<file path="config.mk">
export PLATFORM = sky130hd
export DESIGN_NAME = signed_golomb_bit_decoder_flat
export DESIGN_NICKNAME = d
export VERILOG_FILES = /design/src/hw/rtl/gbd_pkg.sv /design/src/hw/rtl/gbd_in_if.sv /design/src/hw/rtl/gbd_out_if.sv /design/src/hw/rtl/gbd_cfg_if.sv /design/src/hw/rtl/gbd_cfg.sv /design/src/hw/rtl/gbd_dec.sv /design/src/hw/rtl/signed_golomb_bit_decoder.sv /design/src/flat_wrapper.sv
export SDC_FILE = /design/constraint.sdc
export NUM_CORES = 1
export LEC_CHECK = 0
export BUFFER_PORTS_ARGS = -buffer_cell sky130_fd_sc_hd__buf_2
export CORE_MARGIN = 2
export CORE_UTILIZATION = 55
export CTS_CLUSTER_DIAMETER = 40
export DETAILED_ROUTE_END_ITERATION = 8
export PLACE_DENSITY = 0.76
export SLEW_MARGIN = 20
export SYNTH_ARGS = -nofsm -noshare
export SYNTH_HDL_FRONTEND = slang
export SYNTH_SLANG_ARGS = --single-unit
</file>
<file path="constraint.sdc">
create_clock -name clk -period 7.8 [get_ports clk]
set_clock_uncertainty 0.15 [all_clocks]
set_input_delay 2.34 -clock clk [delete_from_list [all_inputs] [get_ports clk]]
set_output_delay 2.34 -clock clk [all_outputs]
set_load 0.005 [all_outputs]
</file>
<file path="src/hw/rtl/gbd_pkg.sv">
// ----------------------------------------------------------------------------
// gbd_pkg: shared types and constants for the signed Golomb bit decoder
// Decoder phase encoding and the divisor reset value.
// ----------------------------------------------------------------------------
`default_nettype none

package gbd_pkg;

  typedef enum logic [1:0] {
    PH_SIGN  = 2'd0,
    PH_UNARY = 2'd1,
    PH_REM   = 2'd2,
    PH_EXTRA = 2'd3
  } gbd_phase_t;

  localparam int unsigned DIVISOR_RESET = 3;

endpackage

`default_nettype wire

</file>
<file path="src/hw/rtl/gbd_in_if.sv">
// ----------------------------------------------------------------------------
// gbd_in_if: code bit channel
// Valid/ready channel carrying one bit of the coded stream per request.
// ----------------------------------------------------------------------------
`default_nettype none

interface gbd_in_if;
  logic valid;
  logic ready;
  logic code_bit;

  modport source (output valid, output code_bit, input ready);
  modport sink   (input valid, input code_bit, output ready);
endinterface

`default_nettype wire

</file>
<file path="src/hw/rtl/gbd_out_if.sv">
// ----------------------------------------------------------------------------
// gbd_out_if: decoded value channel
// Valid/ready channel carrying a signed decoded value and its overflow flag.
// ----------------------------------------------------------------------------
`default_nettype none

interface gbd_out_if #(
  parameter int MAG_BITS = 24
);
  logic                       valid;
  logic                       ready;
  logic signed [MAG_BITS:0]   value;
  logic                       overflow;

  modport source (output valid, output value, output overflow, input ready);
  modport sink   (input valid, input value, input overflow, output ready);
endinterface

`default_nettype wire

</file>
<file path="src/hw/rtl/gbd_cfg_if.sv">
// ----------------------------------------------------------------------------
// gbd_cfg_if: divisor write channel
// Valid/ready channel carrying the Golomb divisor write data.
// ----------------------------------------------------------------------------
`default_nettype none

interface gbd_cfg_if #(
  parameter int DIVISOR_BITS = 16
);
  logic                    valid;
  logic                    ready;
  logic [DIVISOR_BITS-1:0] divisor;

  modport source (output valid, output divisor, input ready);
  modport sink   (input valid, input divisor, output ready);
endinterface

`default_nettype wire

</file>
<file path="src/hw/rtl/gbd_cfg.sv">
// ----------------------------------------------------------------------------
// gbd_cfg: divisor register
// Holds the divisor m and the truncated-binary terms derived from it at
// write time: u = 2^k - m and the remainder length n.
// ----------------------------------------------------------------------------
`default_nettype none

module gbd_cfg
  import gbd_pkg::*;
#(
  parameter int DIVISOR_BITS = 16,
  parameter int BL_W         = $clog2(DIVISOR_BITS + 1)
) (
  input  wire logic              clk,
  input  wire logic              rst_n,
  gbd_cfg_if.sink                cfg_if,
  output logic [DIVISOR_BITS-1:0] div_m,
  output logic [DIVISOR_BITS-1:0] div_u,
  output logic [BL_W-1:0]         rem_len
);

  logic [DIVISOR_BITS-1:0] m_r, m_nxt;
  logic [DIVISOR_BITS-1:0] u_r, u_nxt;
  logic [BL_W-1:0]         n_r, n_nxt;
  logic [DIVISOR_BITS-1:0] src_m;

  // k = ceil(log2 m) = bit length of m-1
  function automatic logic [BL_W-1:0] calc_k(input logic [DIVISOR_BITS-1:0] m);
    logic [DIVISOR_BITS-1:0] mm;
    logic [BL_W-1:0]         k;
    mm = m - 1'b1;
    k  = '0;
    for (int i = 0; i < DIVISOR_BITS; i++) begin
      if (mm[i]) k = BL_W'(i + 1);
    end
    return k;
  endfunction

  always_comb begin
    logic [BL_W-1:0]         k;
    logic [DIVISOR_BITS:0]   pow;
    logic [DIVISOR_BITS:0]   diff;
    src_m = rst_n ? cfg_if.divisor : DIVISOR_BITS'(DIVISOR_RESET);
    k     = calc_k(src_m);
    pow   = '0;
    pow[k] = 1'b1;
    diff  = pow - {1'b0, src_m};
    u_nxt = diff[DIVISOR_BITS-1:0];
    n_nxt = (u_nxt == '0) ? k : k - 1'b1;
    m_nxt = src_m;
  end

  assign cfg_if.ready = 1'b1;

  // a zero write is dropped
  always_ff @(posedge clk) begin
    if (!rst_n || (cfg_if.valid && (cfg_if.divisor != '0))) begin
      m_r <= m_nxt;
      u_r <= u_nxt;
      n_r <= n_nxt;
    end
  end

  assign div_m   = m_r;
  assign div_u   = u_r;
  assign rem_len = n_r;

endmodule

`default_nettype wire

</file>
<file path="src/hw/rtl/gbd_dec.sv">
// ----------------------------------------------------------------------------
// gbd_dec: bit-serial codeword decoder
// Input bit register, one-step decode of the codeword state, and the result
// register. One bit advances per cycle unless a finished value is blocked.
// ----------------------------------------------------------------------------
`default_nettype none

module gbd_dec
  import gbd_pkg::*;
#(
  parameter int MAG_BITS     = 24,
  parameter int DIVISOR_BITS = 16,
  parameter int BL_W         = $clog2(DIVISOR_BITS + 1)
) (
  input  wire logic               clk,
  input  wire logic               rst_n,
  gbd_in_if.sink                  in_if,
  gbd_out_if.source               out_if,
  input  wire logic [DIVISOR_BITS-1:0] div_m,
  input  wire logic [DIVISOR_BITS-1:0] div_u,
  input  wire logic [BL_W-1:0]         rem_len
);

  localparam int SUM_W = ((MAG_BITS > DIVISOR_BITS) ? MAG_BITS : DIVISOR_BITS) + 1;
  localparam int FIN_W = ((MAG_BITS > DIVISOR_BITS + 1) ? MAG_BITS : DIVISOR_BITS + 1) + 1;

  // input register
  logic bit_r, bvld_r;
  // codeword state
  gbd_phase_t              phase_r, phase_nxt;
  logic                    neg_r, neg_nxt;
  logic [MAG_BITS-1:0]     mag_r, mag_nxt;
  logic [DIVISOR_BITS-1:0] rem_r, rem_nxt;
  logic [BL_W-1:0]         left_r, left_nxt;
  logic                    sat_r, sat_nxt;
  // result register
  logic                    ovld_r;
  logic signed [MAG_BITS:0] val_r;
  logic                    ovf_r;

  logic                    has_res;
  logic                    adv;
  logic [DIVISOR_BITS:0]   fin_rem;
  logic [SUM_W-1:0]        usum;
  logic [FIN_W-1:0]        fsum;
  logic [MAG_BITS-1:0]     fin_mag;
  logic                    fin_ovf;
  logic [MAG_BITS:0]       fin_val;
  logic [DIVISOR_BITS-1:0] rem_sh;
  logic [DIVISOR_BITS:0]   ext_v;

  always_comb begin
    phase_nxt = phase_r;
    neg_nxt   = neg_r;
    mag_nxt   = mag_r;
    rem_nxt   = rem_r;
    left_nxt  = left_r;
    sat_nxt   = sat_r;
    has_res   = 1'b0;
    fin_rem   = '0;
    usum      = {{(SUM_W-MAG_BITS){1'b0}}, mag_r} + {{(SUM_W-DIVISOR_BITS){1'b0}}, div_m};
    rem_sh    = {rem_r[DIVISOR_BITS-2:0], bit_r};
    ext_v     = {rem_r, bit_r};
    unique case (phase_r)
      PH_SIGN: begin
        neg_nxt   = bit_r;
        mag_nxt   = '0;
        rem_nxt   = '0;
        sat_nxt   = 1'b0;
        phase_nxt = PH_UNARY;
      end
      PH_UNARY: begin
        if (bit_r) begin
          if (|usum[SUM_W-1:MAG_BITS]) begin
            mag_nxt = '1;
            sat_nxt = 1'b1;
          end else begin
            mag_nxt = usum[MAG_BITS-1:0];
          end
        end else begin
          rem_nxt = '0;
          if (rem_len == '0) begin
            has_res = 1'b1;
          end else begin
            left_nxt  = rem_len;
            phase_nxt = PH_REM;
          end
        end
      end
      PH_REM: begin
        rem_nxt = rem_sh;
        if (left_r > BL_W'(1)) begin
          left_nxt = left_r - 1'b1;
        end else begin
          left_nxt = '0;
          if ((div_u != '0) && (rem_sh >= div_u)) begin
            phase_nxt = PH_EXTRA;
          end else begin
            has_res = 1'b1;
            fin_rem = {1'b0, rem_sh};
          end
        end
      end
      PH_EXTRA: begin
        has_res = 1'b1;
        fin_rem = (ext_v >= {1'b0, div_u}) ? ext_v - {1'b0, div_u} : ext_v;
      end
      default: begin
        phase_nxt = PH_SIGN;
      end
    endcase
    if (has_res) begin
      phase_nxt = PH_SIGN;
      neg_nxt   = 1'b0;
      mag_nxt   = '0;
      rem_nxt   = '0;
      left_nxt  = '0;
      sat_nxt   = 1'b0;
    end
  end

  // completion: add remainder, saturate, apply sign
  always_comb begin
    fsum = {{(FIN_W-MAG_BITS){1'b0}}, mag_r} + {{(FIN_W-DIVISOR_BITS-1){1'b0}}, fin_rem};
    if (|fsum[FIN_W-1:MAG_BITS]) begin
      fin_mag = '1;
      fin_ovf = 1'b1;
    end else begin
      fin_mag = fsum[MAG_BITS-1:0];
      fin_ovf = sat_r;
    end
    fin_val = neg_r ? (~{1'b0, fin_mag} + 1'b1) : {1'b0, fin_mag};
  end

  assign adv         = bvld_r && (!has_res || !ovld_r || out_if.ready);
  assign in_if.ready = !bvld_r || adv;

  always_ff @(posedge clk) begin
    if (!rst_n) begin
      bvld_r <= 1'b0;
    end else if (in_if.valid && in_if.ready) begin
      bvld_r <= 1'b1;
    end else if (adv) begin
      bvld_r <= 1'b0;
    end
  end

  always_ff @(posedge clk) begin
    if (in_if.valid && in_if.ready) begin
      bit_r <= in_if.code_bit;
    end
  end

  always_ff @(posedge clk) begin
    if (!rst_n) begin
      phase_r <= PH_SIGN;
      neg_r   <= 1'b0;
      mag_r   <= '0;
      rem_r   <= '0;
      left_r  <= '0;
      sat_r   <= 1'b0;
    end else if (adv) begin
      phase_r <= phase_nxt;
      neg_r   <= neg_nxt;
      mag_r   <= mag_nxt;
      rem_r   <= rem_nxt;
      left_r  <= left_nxt;
      sat_r   <= sat_nxt;
    end
  end

  always_ff @(posedge clk) begin
    if (!rst_n) begin
      ovld_r <= 1'b0;
    end else if (adv && has_res) begin
      ovld_r <= 1'b1;
    end else if (out_if.ready) begin
      ovld_r <= 1'b0;
    end
  end

  always_ff @(posedge clk) begin
    if (adv && has_res) begin
      val_r <= signed'(fin_val);
      ovf_r <= fin_ovf;
    end
  end

  assign out_if.valid    = ovld_r;
  assign out_if.value    = val_r;
  assign out_if.overflow = ovf_r;

endmodule

`default_nettype wire

</file>
<file path="src/hw/rtl/signed_golomb_bit_decoder.sv">
// ----------------------------------------------------------------------------
// signed_golomb_bit_decoder: sign-magnitude Golomb decoder, one bit per request
// Decodes sign bit, unary quotient and truncated-binary remainder into a
// saturated signed value.
// ----------------------------------------------------------------------------
//  channel   dir  payload                      width
//  in_if     in   code_bit                     1
//  out_if    out  value (signed), overflow     MAG_BITS+1, 1
//  cfg_if    in   divisor (zero write dropped) DIVISOR_BITS
//
//  One code bit per cycle while no result is blocked; the final bit of a
//  codeword passes through the input register and its decoded value is then
//  written to the result register.
//  A waiting result stalls only the bit that completes the next codeword.
//  Reset (rst_n low, synchronous) sets divisor to 3 and expects a sign bit.
// ----------------------------------------------------------------------------
`default_nettype none

module signed_golomb_bit_decoder
  import gbd_pkg::*;
#(
  parameter int MAG_BITS     = 24,
  parameter int DIVISOR_BITS = 16
) (
  input  wire logic  clk,
  input  wire logic  rst_n,
  gbd_in_if.sink     in_if,
  gbd_out_if.source  out_if,
  gbd_cfg_if.sink    cfg_if
);

  localparam int BL_W = $clog2(DIVISOR_BITS + 1);

  logic [DIVISOR_BITS-1:0] div_m;
  logic [DIVISOR_BITS-1:0] div_u;
  logic [BL_W-1:0]         rem_len;

  gbd_cfg #(
    .DIVISOR_BITS (DIVISOR_BITS),
    .BL_W         (BL_W)
  ) u_cfg (
    .clk     (clk),
    .rst_n   (rst_n),
    .cfg_if  (cfg_if),
    .div_m   (div_m),
    .div_u   (div_u),
    .rem_len (rem_len)
  );

  gbd_dec #(
    .MAG_BITS     (MAG_BITS),
    .DIVISOR_BITS (DIVISOR_BITS),
    .BL_W         (BL_W)
  ) u_dec (
    .clk     (clk),
    .rst_n   (rst_n),
    .in_if   (in_if),
    .out_if  (out_if),
    .div_m   (div_m),
    .div_u   (div_u),
    .rem_len (rem_len)
  );

endmodule

`default_nettype wire
</file>
<file path="src/flat_wrapper.sv">
// flat-port wrapper written by rule: the top's interface ports become plain ports
module signed_golomb_bit_decoder_flat import gbd_pkg::*;
#(
  parameter int MAG_BITS     = 24,
  parameter int DIVISOR_BITS = 16
)
  (clk, rst_n, in_if_valid, in_if_code_bit, in_if_ready, out_if_valid, out_if_value, out_if_overflow, out_if_ready, cfg_if_valid, cfg_if_divisor, cfg_if_ready);
  gbd_in_if in_if_i ();
  gbd_out_if #(.MAG_BITS(MAG_BITS)) out_if_i ();
  gbd_cfg_if #(.DIVISOR_BITS(DIVISOR_BITS)) cfg_if_i ();
  input  wire logic clk;
  input  wire logic rst_n;
  input wire logic [$bits(in_if_i.valid)-1:0] in_if_valid;
  input wire logic [$bits(in_if_i.code_bit)-1:0] in_if_code_bit;
  output wire logic [$bits(in_if_i.ready)-1:0] in_if_ready;
  output wire logic [$bits(out_if_i.valid)-1:0] out_if_valid;
  output wire logic [$bits(out_if_i.value)-1:0] out_if_value;
  output wire logic [$bits(out_if_i.overflow)-1:0] out_if_overflow;
  input wire logic [$bits(out_if_i.ready)-1:0] out_if_ready;
  input wire logic [$bits(cfg_if_i.valid)-1:0] cfg_if_valid;
  input wire logic [$bits(cfg_if_i.divisor)-1:0] cfg_if_divisor;
  output wire logic [$bits(cfg_if_i.ready)-1:0] cfg_if_ready;
  assign in_if_i.valid = in_if_valid;
  assign in_if_i.code_bit = in_if_code_bit;
  assign in_if_ready = in_if_i.ready;
  assign out_if_valid = out_if_i.valid;
  assign out_if_value = out_if_i.value;
  assign out_if_overflow = out_if_i.overflow;
  assign out_if_i.ready = out_if_ready;
  assign cfg_if_i.valid = cfg_if_valid;
  assign cfg_if_i.divisor = cfg_if_divisor;
  assign cfg_if_ready = cfg_if_i.ready;
  signed_golomb_bit_decoder #(.MAG_BITS(MAG_BITS), .DIVISOR_BITS(DIVISOR_BITS)) u_core (.clk(clk), .rst_n(rst_n), .in_if(in_if_i), .out_if(out_if_i), .cfg_if(cfg_if_i));
endmodule
</file>
==> results.txt, run 1 <==
I/O Buffers = 49
RSZ-0062 raised after global routing = false
Vias = 9,350
Antenna Cells = 0
Crit path arrival time = 7.44 ns
Maximum clock path buffer count = 2
Max-Cap Viols = 0
Cell Chain, Critical Path = buf_2 > nand2b_4 > inv_2 > ha_4 > or3b_4 > nor4_4 > a2bb2oi_2 > o211ai_2 > nor2_1 > nand2_1 > nor3_4 > nand2_2 > inv_1 > ha_1 > nor2b_4 > o21a_1 > or3_1 > a2111oi_0 > nor4b_2 > nand2_1 > or4_4 > or4_4 > mux2_4
Die area = 19,300 sq um
Initial antenna violation count = 0
Hold buffers post-CTS = 0
Final period util = 0.950
Clk sinks = 115
Post-CTS Setup Inserts = 0
# resized after CTS = 0
Required time of the critical path = 7.83 ns
Max stage delay on crit path = 0.51 ns
Status = complete, no violations
Skew-Pair Late Insertion Delay = 0.43 ns
Num CTS Buffers = 17
Worst Setup End Kind = flop
CTS tree = built
Hold Slack = 0.347 ns
Hold crit path type = flop to flop
Cells after synthesis = 1,185
GP Congestion = 0.980
Max frequency = 135 MHz
Worst Setup Start Kind = input port
Synth warnings = 0
Layout cell share with drive strength beyond 1 = 0.157
Dpl hpwl = 20,000 um
Leak Pwr = 0.00489 uW
Pre-CTS setup slack = -0.0470 ns
Tmin final = 7.41 ns
Yosys cell types = 100
Post-synth ARST share = 0
Post-synth EDFFs = 64
WL/cell = 17.6 um
Max-slew violations = 0
Top Family by Delay on Critical Path = simple AND/OR/NAND/NOR gates
Crit path max fanout = 10
Pre-antenna DRT Iters = 5
Residual DRC count = 0
Top FF cell, synth = edfxtp_1
Antenna viol nets, final = 0
Buf/Inv on CP = 3
Layout Area Growth over Synthesis = 14.2%
VDD IR max = 0.155 mV
PD cells = 188 nW/um^2
Synthesized flop and latch total = 115
Post-synthesis sequential area ratio = 0.294
Worst slew margin = 0.237
Post-layout net count = 1,351
GRT overflow = 0
Final WL = 26,200 um
Top Ports = 51
Number of DRC markers in iteration 0 = 825
Total GRT Usage = 0.271
H-tree depth = 4
First-pass GRT wire length = 43,000 um
Largest net degree at the start of global routing = 46
Syn nets = 1,289
CTS root buf = clkbuf_16
Initial Utilization = 0.558
Synthesized area per cell = 8.44 sq um
Setup violations, final = 0
Slew @ Worst Pin = 1.14 ns
Final Hold Fails = 0
Vias/cell = 6.28
CP Class = input port to flop
Slowest cell on the critical path = or4_4
Setup ws final = 0.388 ns
Vias in the first global route = 8,668
CORE AREA = 17,900 sq um
Post-Syn Area = 10000 sq um
Std cell rows = 49
Die H = 139 um
Final setup TNS = 0 ns
Die width = 139 um
Clock-pin transition on the worst setup and hold timing paths = 0.06 ns
Yosys cell counts, types with 5 or more instances:
cell type	n	area, sq um
nor3_1	21	105
xnor2_1	39	342
nand4b_1	5	43.8
buf_1	6	22.5
nand2_1	106	398
xor2_1	28	245
o21bai_1	7	52.6
nand2b_1	11	68.8
a311oi_1	17	149
a22o_1	18	158
o311ai_0	5	43.8
dfxtp_1	51	1020
or3_1	12	75.1
o211ai_1	11	82.6
nor2_1	88	330
o31ai_1	14	105
a31oi_1	13	81.3
o22ai_1	7	43.8
nand3_1	52	260
a21oi_1	81	405
o21ai_0	55	275
and2_1	21	131
nand4_1	17	106
and3_1	17	106
mux2_2	6	67.6
mux2i_1	9	90.1
or2_2	11	68.8
o211a_1	5	50.1
a21o_1	27	203
nor2b_1	14	87.6
edfxtp_1	64	1920
inv_1	71	267
nor3b_1	7	52.6
nor4_1	11	68.8
a211oi_1	13	97.6
o21a_1	13	97.6
ha_1	78	976
clkbuf_1	35	131
cell usage in the layout, fill, tap and decap left out, types with 18 or more instances in the layout:
cell type / n
nor2_1: 86
nand3_1: 52
xnor2_1: 39
buf_2: 49
ha_1: 75
nand2_1: 105
inv_1: 68
xor2_1: 28
a22o_1: 18
nor3_1: 20
edfxtp_1: 64
a21oi_1: 81
a21o_1: 27
dfxtp_1: 51
and2_1: 21
o21ai_0: 54
buf_4: 46
flip-flops by register name, summed over array words and instances, names as in the netlist:
name,cells
u_core.u_dec.out_if.overflow,1
u_core.u_cfg.div_u,16
u_core.u_cfg.rem_len,5
u_core.u_dec.sat_r,1
u_core.u_cfg.div_m,16
u_core.u_dec.bvld_r,1
u_core.u_dec.mag_r,24
u_core.u_dec.rem_r,16
u_core.u_dec.left_r,5
u_core.u_dec.out_if.value,25
u_core.u_dec.out_if.valid,1
u_core.u_dec.phase_r,2
u_core.u_dec.bit_r,1
u_core.u_dec.neg_r,1
final timing paths:
kind                                                      end  slack (ns)  cells after the start                   from
worst max-delay path                  u_core.u_cfg.rem_len[1]        0.39                     23      cfg_if_divisor[0]
worst min-delay path                    u_core.u_dec.rem_r[9]        0.35                      2  u_core.u_dec.rem_r[9]
worst max register to register  u_core.u_dec.out_if.value[24]        0.50                     27  u_core.u_cfg.div_u[1]
worst min register to register          u_core.u_dec.rem_r[9]        0.35                      2  u_core.u_dec.rem_r[9]
metrics by stage:
stage / total power (uW) / instances / cell area, sq um / utilization
after CTS: 2140 / 1488 / 11400 / 0.636
after floorplan: 1160 / 1185 / 10200 / -
after global routing: 2250 / 1489 / 11400 / 0.638
final: 2150 / 1489 / 11400 / 0.638
after global placement: 1300 / 1456 / 10800 / 0.602
after detailed placement: 1320 / 1456 / 10800 / 0.602
per-layer routing:
metal,global-route usage,share of wire,vias to the layer above
met2,0.454,0.48,334
li1,-,-,4576
met4,0.114,0.036,0
met5,0,0,-
met1,0.354,0.43,4379
met3,0.0342,0.057,61
cell type report:
type / instances / area (sq um)
multi-input cells: 945 / 6680
clock inverters: 15 / 195
well taps: 229 / 287
clock buffers: 17 / 425
fillers: 1469 / 6480
flip-flops and latches: 115 / 2940
inverters: 72 / 273
repair buffers: 96 / 618
kinds of logic (layout without fill, tap and decap cells):
logic type	Yosys count	count (layout)	synth area share
simple gates	420	420	0.215
compound gates	359	359	0.256
buf+inv	125	200	0.0523
flops	115	115	0.294
fa+ha+maj	82	82	0.106
xor+xnor	67	67	0.0587
mux	16	16	0.0173
other cells	1	1	0.000375
worst register-to-register path: stages (launching register included):
cell,delay [ns]
edfxtp_1,0.39
inv_1,0.15
ha_1,0.26
nor2b_1,0.13
o21ai_0,0.22
a21boi_0,0.13
buf_4,0.16
o21ai_0,0.25
a21oi_1,0.19
o311ai_1,0.40
and2_1,0.24
nor2b_1,0.16
buf_4,0.21
a22o_1,0.19
ha_1,0.23
fa_1,0.43
a211oi_1,0.32
o21ba_2,0.27
a211oi_2,0.13
o22ai_1,0.21
nor2_1,0.13
nor2_1,0.19
ha_1,0.21
nor3b_1,0.30
nand3_1,0.16
or3_1,0.36
or3_1,0.43
o41a_1,0.45
report_power, final:
group	leakage (uW)	internal [uW]	total [uW]	switching [uW]
clock network	0.000298	511	828	316
registers	0.00104	696	735	39.4
logic	0.00354	239	588	349
Power figures use the tool's default switching activity.
==> inputs of run 2 (changes only) <==
CORE_ASPECT_RATIO = 1.75   (was unset)
CORE_UTILIZATION = 35   (was 55)
PLACE_DENSITY = unset   (was 0.76)
==> results.txt, run 2 (synthesis results as in run 1) <==
Die width = 132 um
WL/cell = 17.3 um
Max-Cap Viols = 0
Residual DRC count = 0
Vias in the first global route = 9,351
Area after DPL = 11,400 sq um
Skew-Pair Late Insertion Delay = 0.44 ns
Setup violations, final = 0
Power, Total = 2090 uW
Top Family by Delay on Critical Path = simple AND/OR/NAND/NOR gates
Antenna viol nets, final = 0
First-pass GRT wire length = 46,900 um
Post-CTS Setup Inserts = 0
Hold buffers post-CTS = 0
Initial Utilization = 0.356
Max frequency = 133 MHz
H-tree depth = 4
Max FFs per register = 25
Dpl cells = 1,664
# resized after CTS = 0
Slowest cell on the critical path = or4_4
Crit path max fanout = 10
Cell Chain, Critical Path = buf_2 > nand2b_4 > inv_2 > ha_4 > buf_4 > nand4b_1 > o22ai_1 > a21oi_1 > o221ai_1 > a221oi_1 > or2_4 > ha_2 > nand2_2 > inv_1 > ha_1 > nor2b_4 > o21a_1 > or3_1 > a2111oi_0 > nor4b_2 > nand2_1 > or4_4 > or4_4 > mux2_4
Most frequent CP cell = or4_4
GRT overflow = 0
Tmin final = 7.50 ns
Antenna Cells = 0
Hold crit path type = flop to flop
Number of DRC markers in iteration 0 = 503
Required time of the critical path = 7.83 ns
CTS root buf = clkbuf_16
Largest net degree at the start of global routing = 46
Status = complete, no violations
Layout fillers = 2,794
Dpl hpwl = 23,900 um
Worst slew margin = 0.371
Total GRT Usage = 0.200
Worst Setup End Kind = flop
PD cells = 174 nW/um^2
Top Ports = 51
Post-layout net count = 1,415
Final WL = 29,400 um
Layout Area Growth over Synthesis = 20.4%
GP Congestion = 0.919
Finished Layout Cells = 1,697
Crit path arrival time = 7.53 ns
Worst Setup Start Kind = input port
Die H = 228 um
Commonest non-fill, non-tap cell in the layout = buf_4
Pre-antenna DRT Iters = 5
Final period util = 0.962
RSZ-0062 raised after global routing = false
VDD IR max = 0.140 mV
I/O Buffers = 49
Max-slew violations = 0
Slew @ Worst Pin = 0.942 ns
Die area = 30,000 sq um
Num CTS Buffers = 17
Vias = 9,381
CTS tree = built
CP Class = input port to flop
Max stage delay on crit path = 0.50 ns
CORE AREA = 28,100 sq um
Vias/cell = 5.53
Std cell rows = 81
Initial antenna violation count = 0
R2R Setup Slk = 0.69 ns
Leak Pwr = 0.00516 uW
Commonest non-fill, non-tap cells in the layout = 110 x buf_4, 105 x nand2_1, 86 x nor2_1
Layout cell share with drive strength beyond 1 = 0.201
Buf/Inv on CP = 4
Final Hold Fails = 0
Clock-pin transition on the worst setup and hold timing paths = 0.06 ns
Final setup TNS = 0 ns
Maximum clock path buffer count = 2
Clk sinks = 115
Post-route cell area = 12,000 sq um
-- run 2: area by class of cell --
type                       count  area (sq um)  share of cell area
multi-input combinational    945          6700               0.556
sequential                   115          2940               0.244
timing repair buffer         160          1100              0.0912
tap                          373           467              0.0388
clock buffer                  17           425              0.0353
inverter                      72           273              0.0227
clock inverter                15           134              0.0111
-- run 2: worst min-delay path: cells and delay by family, from the launching register on --
kind | cells | cell delay (ns)
flip-flops | 1 | 0.33
AO/OA/AOI/OAI | 1 | 0.04
AND/OR/NAND/NOR | 1 | 0.07
-- run 2: stage by stage --
| step | hold slack, ns | utilization | setup WS (ns) |
|---|---|---|---|
| finish | 0.331 | 0.429 | 0.298 |
| detailed placement | 0.322 | 0.407 | -0.278 |
| global route | 0.359 | 0.429 | 0.0130 |
| global placement | 0.313 | 0.407 | -0.198 |
| CTS | 0.338 | 0.427 | 0.167 |
| floorplan | 0.278 | - | 0.0581 |
-- run 2: final timing paths --
path / start / depth (start not counted) / to
setup reg to reg: u_core.u_dec.bit_r / 26 / u_core.u_dec.out_if.value[16]
hold / removal: u_core.u_dec.sat_r / 2 / u_core.u_dec.sat_r
setup / recovery: cfg_if_divisor[0] / 24 / u_core.u_cfg.rem_len[1]
hold reg to reg: u_core.u_dec.sat_r / 2 / u_core.u_dec.sat_r
-- run 2: where the power goes --
group / switching, uW / internal (uW)
sequential: 42.9 / 696
clock: 304 / 438
combinational: 348 / 262
-- run 2: per-layer routing --
metal	vias to the layer above	GRT usage	wire length [um]
met5	-	0	0
met4	0	0.149	2140
met3	97	0.0256	758
met2	224	0.401	16100
met1	4381	0.180	10400
li1	4679	-	-
